==> src/sv/fqs_pkg.sv <==
// fqs_pkg: shared widths, command codes and status codes for the fifo queue with search
// depends on: nothing

package fqs_pkg;

   // fixed field widths
   localparam int DATA_W   = 32;
   localparam int CMD_W    = 2;
   localparam int STATUS_W = 2;
   localparam int OCC_W    = 5;

   // command codes carried by a request
   localparam logic [CMD_W-1:0] CMD_ENQUEUE = 2'd0;
   localparam logic [CMD_W-1:0] CMD_DEQUEUE = 2'd1;
   localparam logic [CMD_W-1:0] CMD_SEARCH  = 2'd2;
   localparam logic [CMD_W-1:0] CMD_LIST    = 2'd3;

   // status codes carried by a response
   localparam logic [STATUS_W-1:0] STATUS_OK    = 2'd0;
   localparam logic [STATUS_W-1:0] STATUS_EMPTY = 2'd1;
   localparam logic [STATUS_W-1:0] STATUS_FULL  = 2'd2;

   // control from the sequencer to the match unit
   typedef struct packed {
      logic clear;
      logic step;
   } match_ctl_type;

endpackage

==> src/sv/fqs_match.sv <==
// fqs_match: shared equality compare with a sticky hit flag, stepped once per entry
// depends on: fqs_pkg

module fqs_match import fqs_pkg::*; #(
   parameter int WIDTH = 32
) (
   input  logic          clock,
   input  logic          reset,
   input  match_ctl_type ctl,
   input  logic [WIDTH-1:0] data,
   input  logic [WIDTH-1:0] key,
   output logic          hit_now
);

   logic hit_ff;
   logic hit_in;
   logic equal;

   // one comparator, reused for every walked entry
   assign equal   = (data == key);
   assign hit_now = hit_ff | equal;

   always_comb begin
      hit_in = hit_ff;
      if (ctl.clear) begin
         hit_in = 1'b0;
      end else if (ctl.step) begin
         hit_in = hit_now;
      end
   end

   always_ff @(posedge clock) begin
      if (reset) begin
         hit_ff <= 1'b0;
      end else begin
         hit_ff <= hit_in;
      end
   end

endmodule

==> config.mk <==
export PLATFORM = sky130hd
export DESIGN_NAME = fqs_match
export DESIGN_NICKNAME = d
export VERILOG_FILES = /design/src/sv/fqs_pkg.sv /design/src/sv/fqs_match.sv
export SDC_FILE = /design/constraint.sdc
export NUM_CORES = 1
export LEC_CHECK = 0
export BUFFER_PORTS_ARGS = -buffer_cell sky130_fd_sc_hd__buf_2
export CORE_MARGIN = 8
export CORE_UTILIZATION = 23
export DETAILED_ROUTE_END_ITERATION = 6
export HOLD_SLACK_MARGIN = 0.15
export PLACE_DENSITY = 0.78
export SLEW_MARGIN = 15
export SYNTH_ARGS = -nofsm -noshare
export SYNTH_HDL_FRONTEND = slang
export SYNTH_SLANG_ARGS = --single-unit
==> constraint.sdc <==
create_clock -name clock -period 1.1 [get_ports clock]
set_input_delay 0.22 -clock clock [delete_from_list [all_inputs] [get_ports clock]]
set_output_delay 0.22 -clock clock [all_outputs]
set_load 0.1 [all_outputs]
==> run metrics <==
met3 GRT Util 4.20%; share of layout cells above drive strength 1 67.0%; WP data required 880 ps; period utilisation layout 142%; endpoint class of the critical path primary output; Setup CP Type input port to primary output; Initial Utilization 25.0%; area grow syn2layout 130%; Power Dens Cells 367 nW/um2; Final setup viols 2; Clk pwr share 0%; LEAKAGE 0.453 nW; Hold Startpoint ctl[0]; worst hold path depth 2; grt met2 use 17.5%; busiest metal layer after global routing met2; terminus of the critical flop-to-flop path hit_ff$_SDFFE_PP0P_; Nets 185; Cell Int Power 229 uW; setup ws final -460 ps; grt total ovfl 0; vias in the first global route 681; # port buffers 68; Routed WL per cell 12.4 um; failing checks negative setup slack; Hold Vio Cnt, Final 0; Gate power share 88.6%; FF+latch count, synth 1; Slowest cell on crit path nor4_2; Vias 604; final instance area 886 um2; min-delay worst type input port to flop; row cnt 14; clk slew on worst S/H paths 0 ps; Min Hold Slack 452 ps; reg2reg setup slack 210 ps; crit start category input port; Worst Tran Pin Value 320 ps; GR met1 Demand/Resource 8.29%; Inst Count DP 130; Reg power frac 11.4%; GR Util All Layers 8.78%; CP Max Fanout 2; Initial DRC Count 0; Sw Share 29.6%; router iterations before antenna repair 1; worst-case clock skew 0 ps; number of I/O pins 69; P_sw 96.2 uW; RSZ-0062 raised after global routing true; Skew-Pair Late Insertion Delay 0 ps; GP Congestion 0.686; dpl cell area 800 um2; FF-to-FF Start hit_ff$_SDFFE_PP0P_; Syn Area/Cell 8.38 um2; total power 325 uW; Netlist cell types 8; Die Span Y 56.9 um; minimum period implied by the final worst setup slack 1560 ps; Synth warnings 0; syn nets 114; post-route ant nets 0; most frequent cells in the layout 58 x buf_2, 18 x xnor2_1, 9 x buf_6; Achievable Freq 641 MHz; first-pass GRT wire length 2.59 mm; worst ir drop on vdd 0.253 mV; status finished with violations; die area 3240 um2; max incr delay on CP 330 ps; Placement Setup Slack -515 ps; Largest register FFs 1; Core ar. 1540 um2; cell depth of the worst flop-to-flop path 3; final core occ 57.5%; total of max-cap violations 0; WP data arrival 1340 ps; Pins Over Slew Limit 0; DR vias/cell 4.61; n_diodes 0; sink of the worst hold path hit_ff$_SDFFE_PP0P_; commonest non-fill, non-tap cell in the layout buf_2; mapped cell area 385 um2; largest net degree at the start of global routing 3; register area share after synthesis 5.19%; DRT Wirelength 1.63 mm; Max-slew headroom 78.5%; Die Width 56.9 um; worst-path cell chain buf_6, xnor2_2, nand4_1, nor4_2, a41o_4, buf_12; dpl hpwl 1.54 mm; largest register by flop count hit_ff; Post-Layout Cell Count 131; setup_tns -806 ps; top flop regs hit_ff x1; antenna violations before repair 0; # DRC 0; Syn Inst Count 46
[synth_stat cells]
| master | n | area [um2] |
|---|---|---|
| nor4_1 | 3 | 18.8 |
| xor2_1 | 8 | 70.1 |
| nor2_1 | 2 | 7.51 |
| o211a_1 | 1 | 10.0 |
| dfxtp_1 | 1 | 20.0 |
| a41o_2 | 1 | 11.3 |
| nand4_1 | 6 | 37.5 |
| xnor2_1 | 24 | 210 |
[final cells by class]
cell class,count,area [um2]
multi-input cells,45,427
repair buffers,69,419
well taps,16,20.0
flip-flops and latches,1,20.0
fillers,129,656
[cell families (layout without fill, tap and decap cells)]
| group | count (synthesis) | count (layout) | share of synthesized area (%) |
|---|---|---|---|
| xor+xnor | 32 | 32 | 72.7 |
| simple gates | 11 | 11 | 16.6 |
| buf+inv | 0 | 69 | 0 |
| flops | 1 | 1 | 5.20 |
| compound gates | 2 | 2 | 5.52 |
[critical path: cells and delay by family]
| kind | cells | cell delay, ps |
|---|---|---|
| xor gates and xnor gates | 1 | 120 |
| AOI/OAI and AO/OA | 1 | 270 |
| and+or+nand+nor | 2 | 460 |
| buffers and inverters | 2 | 260 |
[power groups by stage]
| stage | clock, mW | combinational, mW | sequential, mW |
|---|---|---|---|
| finish | 0 | 0.288 | 0.0370 |
| global route | 0 | 0.315 | 0.0370 |
| floorplan | 0 | 0.114 | 0.0370 |
| global placement | 0 | 0.253 | 0.0370 |
| CTS | 0 | 0.280 | 0.0370 |
| detailed placement | 0 | 0.261 | 0.0370 |
[per-layer routing]
metal	wire, um	part of all wire, %
met1	567	35
met2	830	51
met3	229	14
met4	0	0
met5	0	0
[worst max path at each step]
stage	startpoint	end	slack (ps)	cells past startpoint
3_3_place_gp	key[20]	hit_now	-470	6
5_1_grt	key[12]	hit_now	-550	6
2_1_floorplan	key[20]	hit_ff$_SDFFE_PP0P_	-330	5
6_report	data[5]	hit_now	-460	6
4_1_cts	data[5]	hit_now	-490	6
3_5_place_dp	key[20]	hit_now	-510	6
[repair_timing]
| item | in CTS | in global routing |
|---|---|---|
| hold buffers | 0 | 0 |
| setup buffers | 0 | 1 |
| pin swaps | 9 | 6 |
| endpoints found under the hold margin | 0 | 0 |
| setup endpoints to repair | 2 | 2 |
| gates resized for setup | 8 | 4 |
(Power assumes the default switching activity.)
