**src/sv/fqs_ram.sv**
```systemverilog
// fqs_ram: generic single-write, single-read memory with registered read data
// depends on: nothing

module fqs_ram #(
   parameter int WIDTH = 32,
   parameter int DEPTH = 16,
   localparam int AW = $clog2(DEPTH)
) (
   input  logic             clock,
   input  logic             wr_en,
   input  logic [AW-1:0]    wr_addr,
   input  logic [WIDTH-1:0] wr_data,
   input  logic             rd_en,
   input  logic [AW-1:0]    rd_addr,
   output logic [WIDTH-1:0] rd_data
);

   logic [WIDTH-1:0] mem_ff [DEPTH];
   logic [WIDTH-1:0] rd_data_ff;

   // write port
   always_ff @(posedge clock) begin
      if (wr_en) begin
         mem_ff[wr_addr] <= wr_data;
      end
   end

   // read port, data holds while rd_en is low
   always_ff @(posedge clock) begin
      if (rd_en) begin
         rd_data_ff <= mem_ff[rd_addr];
      end
   end

   assign rd_data = rd_data_ff;

endmodule

```
**config.mk**
```make
export PLATFORM = sky130hd
export DESIGN_NAME = fqs_ram
export DESIGN_NICKNAME = d
export VERILOG_FILES = /design/src/sv/fqs_ram.sv
export SDC_FILE = /design/constraint.sdc
export NUM_CORES = 1
export LEC_CHECK = 0
export ABC_AREA = 1
export BUFFER_PORTS_ARGS = -buffer_cell sky130_fd_sc_hd__clkbuf_2
export CAP_MARGIN = 10
export CORE_MARGIN = 4
export CORE_UTILIZATION = 25
export CTS_CLUSTER_DIAMETER = 60
export DETAILED_ROUTE_END_ITERATION = 12
export PLACE_DENSITY = 0.44
export RECOVER_POWER = 50
export SKIP_LAST_GASP = 1
export SLEW_MARGIN = 15
export SYNTH_ARGS = -nofsm -noshare
export SYNTH_HDL_FRONTEND = slang
export SYNTH_SLANG_ARGS = --single-unit
```
**constraint.sdc**
```tcl
create_clock -name clock -period 2.4 [get_ports clock]
set_input_delay 0.48 -clock clock [delete_from_list [all_inputs] [get_ports clock]]
set_output_delay 0.48 -clock clock [all_outputs]
set_load 0.01 [all_outputs]
```
==> metrics.txt, run 1 <==
register area=0.0163 sq mm; final wirelength=about 60000 um; final hold slack=0.353 ns; Slew @ Worst Pin=approximately 1.5 ns; TritonRoute pass-1 iters=5; synthesized netlist cell count=between 2000 and 2500; Vias=between 10000 and 15000; nets=~2200; syn nets=between 2000 and 2500; Critical Path Source=wr_addr[2]; Setup WS pre-CTS=about 0.37 ns; crit-path cells=clkbuf_1 -> nor2_1 -> nand2_1 -> nor2_4 -> clkbuf_2; peak supply drop=~560 uV; first-pass GRT wire length=93600 um; Async S/R FF share, synth=0%; Synth top area share=between 70% and 80%; initial core utilization=25.2%; Die X=approximately 310 um; CP max-delay cell=clkbuf_2; share of layout cells above drive strength 1=a little over 8%; pin count of the biggest net entering global routing=roughly 120; crit share post-route=between 80% and 90%; CTS Sinks=about 540; skew final=~0.017 ns; switching part of the total=a little under a quarter; routed length per placed instance=18.0 um; status=complete, but fails checks; post-cts gate resize count=0; Post-Layout Cell Count=3434; root buffer cell=clkbuf_16; die footprint=just under 0.1 sq mm; top cells by count, synth=677 x nand2_1, 544 x edfxtp_1, 388 x inv_1, 385 x nand3_1, 41 x buf_2; CTS max path bufs=3; Synth Cell Area=0.0231 sq mm; critical path peak fanout=32; Tightest Hold Check Type=in2reg; power per standard cell area=between 700 and 800 mW/mm^2; clock group share of total power=roughly two fifths; quantity of hold-fixing buffers added after cts=0; post-CTS setup buffers=0; die height=312 um; reg-to-reg setup timing slack=~1.2 ns; DRT antenna net count=0; CTS tree=built; area of the multi-input gates=0.00467 sq mm; min Tclk post-route=1.99 ns; Fmax achieved=approximately 500 MHz; post-synthesis cell type count=14; Area Growth Syn to Fin=16.0%; Reg2Reg Depth=6; total gr overflow=0; crit path capture=mem_ff[2][24]$_DFFE_PP_; # port buffers=74; Inserted Clock Buffers=60; Logic pwr share=under 10%; Synth Register Bits=approximately 540; FILL cells=9333; syn_area_per_cell=~11 sq um; Clk Latency, worst-skew pair=around 0.63 ns; clock-pin slew on the worst setup and hold paths=roughly 0.06 ns; Net Switching=around 0.0047 W; unrepaired setup endpoints after global routing=no; placed cell areas=around 0.025 sq mm; slowest stage delay, CP=around 1.1 ns; sequential cell area fraction in the yosys report=70.9%; RR Endpoint=rd_data[26]$_DFFE_PP_; dpl hpwl=31700 um; Synth Flop Type=edfxtp_1; FP Rows=between 100 and 150; Critical Path End Type=register; Max-Cap Viols=2; largest area contributor in the netlist=edfxtp_1; Layout Utilization=just under 30%; EDFF count, synth=about 540; vias in the first global route=about 15000; Flop pwr share=a little over half; Total Routing Usage GR=between 10% and 20%; core area=approximately 0.09 sq mm; Vias per Instance=between 4 and 5; critical path class=in2reg; fin. max-slew vios=33; Leak Pwr=approximately 11 nW; type of origin of the critical path=input port; R2R Path Start=mem_ff[9][26]$_DFFE_PP_; final hold violation count=0; Final Wtd Congestion=around 0.72; crit path DAT=between 2 and 2.5 ns; Residual DRC=0; relative slew slack=-0.636%; Ys Warns=0; CTS H-Tree Depth=2; initial antenna violation count=2; io pins=75; count leader, synth=nand2_1; cell area after layout=between 0.02 and 0.03 sq mm; initial drt markers=between 1000 and 1500; setup violators final=0; failing checks=max-capacitance violations, max-slew violations; Pint=between 0.015 and 0.02 W; Critical Path RT=roughly 2.6 ns; Final Worst Setup Slack=between 0.4 and 0.5 ns; dpl cells=approximately 3300; largest cells by area after synthesis=edfxtp_1 71%, nand2_1 11%, nand3_1 8.4%, inv_1 6.3%, buf_6 1.4%
placed cells by master, fill, tap and decap left out:
master / instances
buf_12: 24
buf_4: 19
bufinv_16: 2
clkbuf_1: 49
clkbuf_16: 60
clkbuf_2: 42
clkbuf_8: 1
clkinv_1: 22
clkinv_2: 8
clkinv_4: 1
clkinv_8: 3
clkinvlp_4: 1
diode_2: 1
edfxtp_1: 544
inv_1: 386
inv_2: 2
inv_4: 1
inv_8: 1
nand2_1: 677
nand3_1: 385
nand3b_1: 2
nor2_1: 1
nor2_4: 16
flip-flops by register name, summed over array words and instances (netlist names):
register / count
mem_ff: 512
rd_data: 32
critical path, delay by kind of cell:
kind          cells  cell delay, ns
buf+inv           2            1.21
simple gates      3            0.49
area by class of cell:
cell class / instances / area share (%)
tap: 1186 / 5.55
clock buffer: 76 / 5.84
timing repair buffer: 119 / 3.63
multi-input combinational: 1081 / 17.5
inverter: 390 / 5.51
clock inverter: 37 / 0.926
antenna: 1 / 0.00936
sequential: 544 / 61.1
kinds of logic after synthesis:
logic type | Yosys count | synth area share (%)
AND/OR/NAND/NOR | 1081 | 19.7
buffers and inverters | 495 | 9.41
flip-flops | 544 | 70.9
worst min-delay path by stage:
stage	start	to	slack (ns)	cells past startpoint
after floorplan	wr_data[0]	mem_ff[0][0]$_DFFE_PP_	0.58	0
after global placement	mem_ff[6][2]$_DFFE_PP_	rd_data[2]$_DFFE_PP_	0.71	6
after detailed placement	mem_ff[4][16]$_DFFE_PP_	rd_data[16]$_DFFE_PP_	0.72	6
after CTS	wr_data[2]	mem_ff[2][2]$_DFFE_PP_	0.22	1
after global routing	wr_data[4]	mem_ff[3][4]$_DFFE_PP_	0.36	1
final	wr_data[2]	mem_ff[2][2]$_DFFE_PP_	0.35	1
power by group through the flow:
stage                     Clock, W  Combinational, W  Sequential [W]
final                      0.00852           0.00126          0.0108
after global routing       0.00920           0.00142          0.0108
after CTS                  0.00877           0.00131          0.0108
after detailed placement         0           0.00131          0.0110
after global placement           0           0.00130          0.0110
after floorplan                  0          0.000727          0.0110
per-stage QoR:
stage / setup TNS, ns / power (W)
2_1_floorplan: -25.00 / 0.0117
3_3_place_gp: 0 / 0.0123
3_5_place_dp: 0 / 0.0123
4_1_cts: 0 / 0.0209
5_1_grt: 0 / 0.0214
6_report: 0 / 0.0206
routing by layer:
layer	part of all wire, %	track usage (%)
met3	4.2	2.15
met2	47	21.1
met5	0	0
met4	1.9	2.95
met1	46	17.2
No activity file was read; power rests on OpenSTA's default activity.
==> run 2, diff against run 1 <==
Clock period 2.4 ns to 1.7 ns, I/O delays scaled along.
==> metrics.txt, run 2 (synthesis results as in run 1) <==
status=finished, final reports clean; final hold violation count=0 (unchanged); Critical Path End Type=output pin; Hold EP=mem_ff[6][5]$_DFFE_PP_; Slew @ Worst Pin=1.41 ns (-0.103 ns); Leak Pwr=11.3 nW (+4.0%); CTS max path bufs=3 (unchanged); Clk Latency, worst-skew pair=0.64 ns (about the same); RR Endpoint=rd_data[28]$_DFFE_PP_; FP Rows=111 (unchanged); hold path startpoint=wr_data[5]; crit share post-route=about 93%; initial antenna violation count=2 (unchanged); final hold slack=0.215 ns (-0.138 ns); total gr overflow=0 (unchanged); Tightest Hold Check Type=in2reg; root buffer cell=clkbuf_16; Max-Cap Viols=0 (-2); Reg2Reg Depth=6 (unchanged); Vias=14900 (+2.1%); quantity of hold-fixing buffers added after cts=0 (unchanged); CP bufs+invs=1 (-1); clock-pin slew on the worst setup and hold paths=0.06 ns (about the same); die height=312 um (unchanged); min Tclk post-route=around 1.6 ns; power per standard cell area=1080 mW/mm^2 (+41%); peak supply drop=878 uV (+56%); met2 Resource Use GR=21.9% (+0.76 points); worst hold path cell count=1 (unchanged); TNS Setup=0 ns (unchanged); most frequent cells in the layout=677 x nand2_1, 544 x edfxtp_1, 386 x inv_1, 385 x nand3_1, 61 x clkbuf_16; Inserted Clock Buffers=60 (unchanged); dpl hpwl=36200 um (+14%); most flop-heavy register=mem_ff; fin. max-slew vios=0 (-100%); relative slew slack=6.24% (+6.9 points); met1 Use GR=17.0% (-0.22 points); crit-path cells=clkbuf_2; vias in the first global route=14400 (-1.0%); post-CTS setup buffers=0 (unchanged); pin count of the biggest net entering global routing=65 (-47%); initial drt markers=1043 (-2.3%); share of layout cells above drive strength 1=10.3% (+2.3 points); R2R Path Start=mem_ff[9][28]$_DFFE_PP_; Final Wtd Congestion=0.746 (+3.2%); final wirelength=63300 um (+2.4%); Residual DRC=0 (unchanged); slowest stage delay, CP=0.45 ns (-0.65 ns); CTS tree=built; core area=0.0915 sq mm (unchanged); CTS Sinks=544 (unchanged); busiest grt layer=met2; CP max-delay cell=edfxtp_1; post-cts gate resize count=0 (unchanged); Area Growth Syn to Fin=19.8%; io pins=75 (unchanged); first-pass GRT wire length=94300 um (+0.74%); setup violators final=0 (unchanged); type of origin of the critical path=register; cell area after layout=0.0276 sq mm (+3.2%); GR met3 Demand/Resource=1.96% (-0.19 points); delay-heaviest family, CP=flip-flops; routed length per placed instance=18.2 um (+0.85%); Critical Path RT=1.36 ns (-1.25 ns); # port buffers=74 (unchanged); Die X=312 um (unchanged); nets=2293 (+2.4%); critical path class=reg2out; Total Routing Usage GR=12.8% (+0.19 points); CTS H-Tree Depth=2 (unchanged); Final Worst Setup Slack=0.111 ns (-0.300 ns); Fmax achieved=around 630 MHz; initial core utilization=25.2% (unchanged); commonest non-fill, non-tap cell in the layout=nand2_1; die footprint=0.0971 sq mm (unchanged); n_diodes=0 (-1); critical path peak fanout=1 (-97%); unrepaired setup endpoints after global routing=no; max reg flops=512 (unchanged); reg-to-reg setup timing slack=0.55 ns (-0.67 ns); TritonRoute pass-1 iters=7 (+2); DRT antenna net count=0 (unchanged); skew final=0.0237 ns (+0.00695 ns); crit path DAT=1.25 ns (-0.95 ns); placed cell areas=0.0258 sq mm (+3.1%); Vias per Instance=4.27 (+0.61%); Setup WS pre-CTS=-0.00849 ns (-0.382 ns)
==> run 2: changes by cell type in the layout (fill, tap and decap cells not counted), moves of 2 or more <==
| cell | change |
|---|---|
| clkinv_1 | -5 |
| buf_4 | +24 |
| inv_16 | +2 |
| clkinv_8 | -3 |
| buf_12 | +30 |
| clkbuf_2 | -2 |
| clkinv_2 | +3 |
| bufinv_16 | +3 |
==> run 2: how the worst max path moves through the flow <==
stage / endpoint / slack (ns) / from / depth (start not counted)
3_5_place_dp: rd_data[28]$_DFFE_PP_ / -0.008 / rd_addr[0] / 9
6_report: rd_data[10] / 0.11 / rd_data[10]$_DFFE_PP_ / 1
3_3_place_gp: rd_data[28]$_DFFE_PP_ / -0.003 / rd_addr[0] / 9
2_1_floorplan: mem_ff[10][0]$_DFFE_PP_ / -0.17 / wr_addr[2] / 2
4_1_cts: rd_data[10] / 0.07 / rd_data[10]$_DFFE_PP_ / 1
5_1_grt: rd_data[10] / 0.06 / rd_data[10]$_DFFE_PP_ / 1
==> run 2: power breakdown <==
group / switching (W) / internal (W) / leakage [nW]
registers: 0.0000889 / 0.0151 / 4.94
logic: 0.00132 / 0.000626 / 5.47
clock network: 0.00540 / 0.00733 / 0.934
==> run 2: layout make-up <==
| type | instances | area (sq um) |
|---|---|---|
| clock inverters | 37 | 328 |
| fillers | 9277 | 63900 |
| well taps | 1186 | 1480 |
| repair buffers | 173 | 1750 |
| flip-flops and latches | 544 | 16300 |
| inverters | 390 | 1470 |
| clock buffers | 75 | 1580 |
| multi-input cells | 1081 | 4660 |
==> run 2: layer usage <==
metal | vias up | wire length (um) | share of wire [%]
met5 | - | 8 | 0.013
met4 | 2 | 1470 | 2.3
met3 | 98 | 2770 | 4.4
met2 | 311 | 30800 | 49
met1 | 7312 | 28300 | 45
li1 | 7150 | - | -
==> run 2: metrics by stage <==
step	utilization (%)	power, W	std cells
global placement	28.2	0.0175	3374
floorplan	-	0.0165	2120
finish	30.2	0.0299	3486
global route	30.2	0.0311	3486
CTS	30.3	0.0303	3486
detailed placement	28.2	0.0175	3374
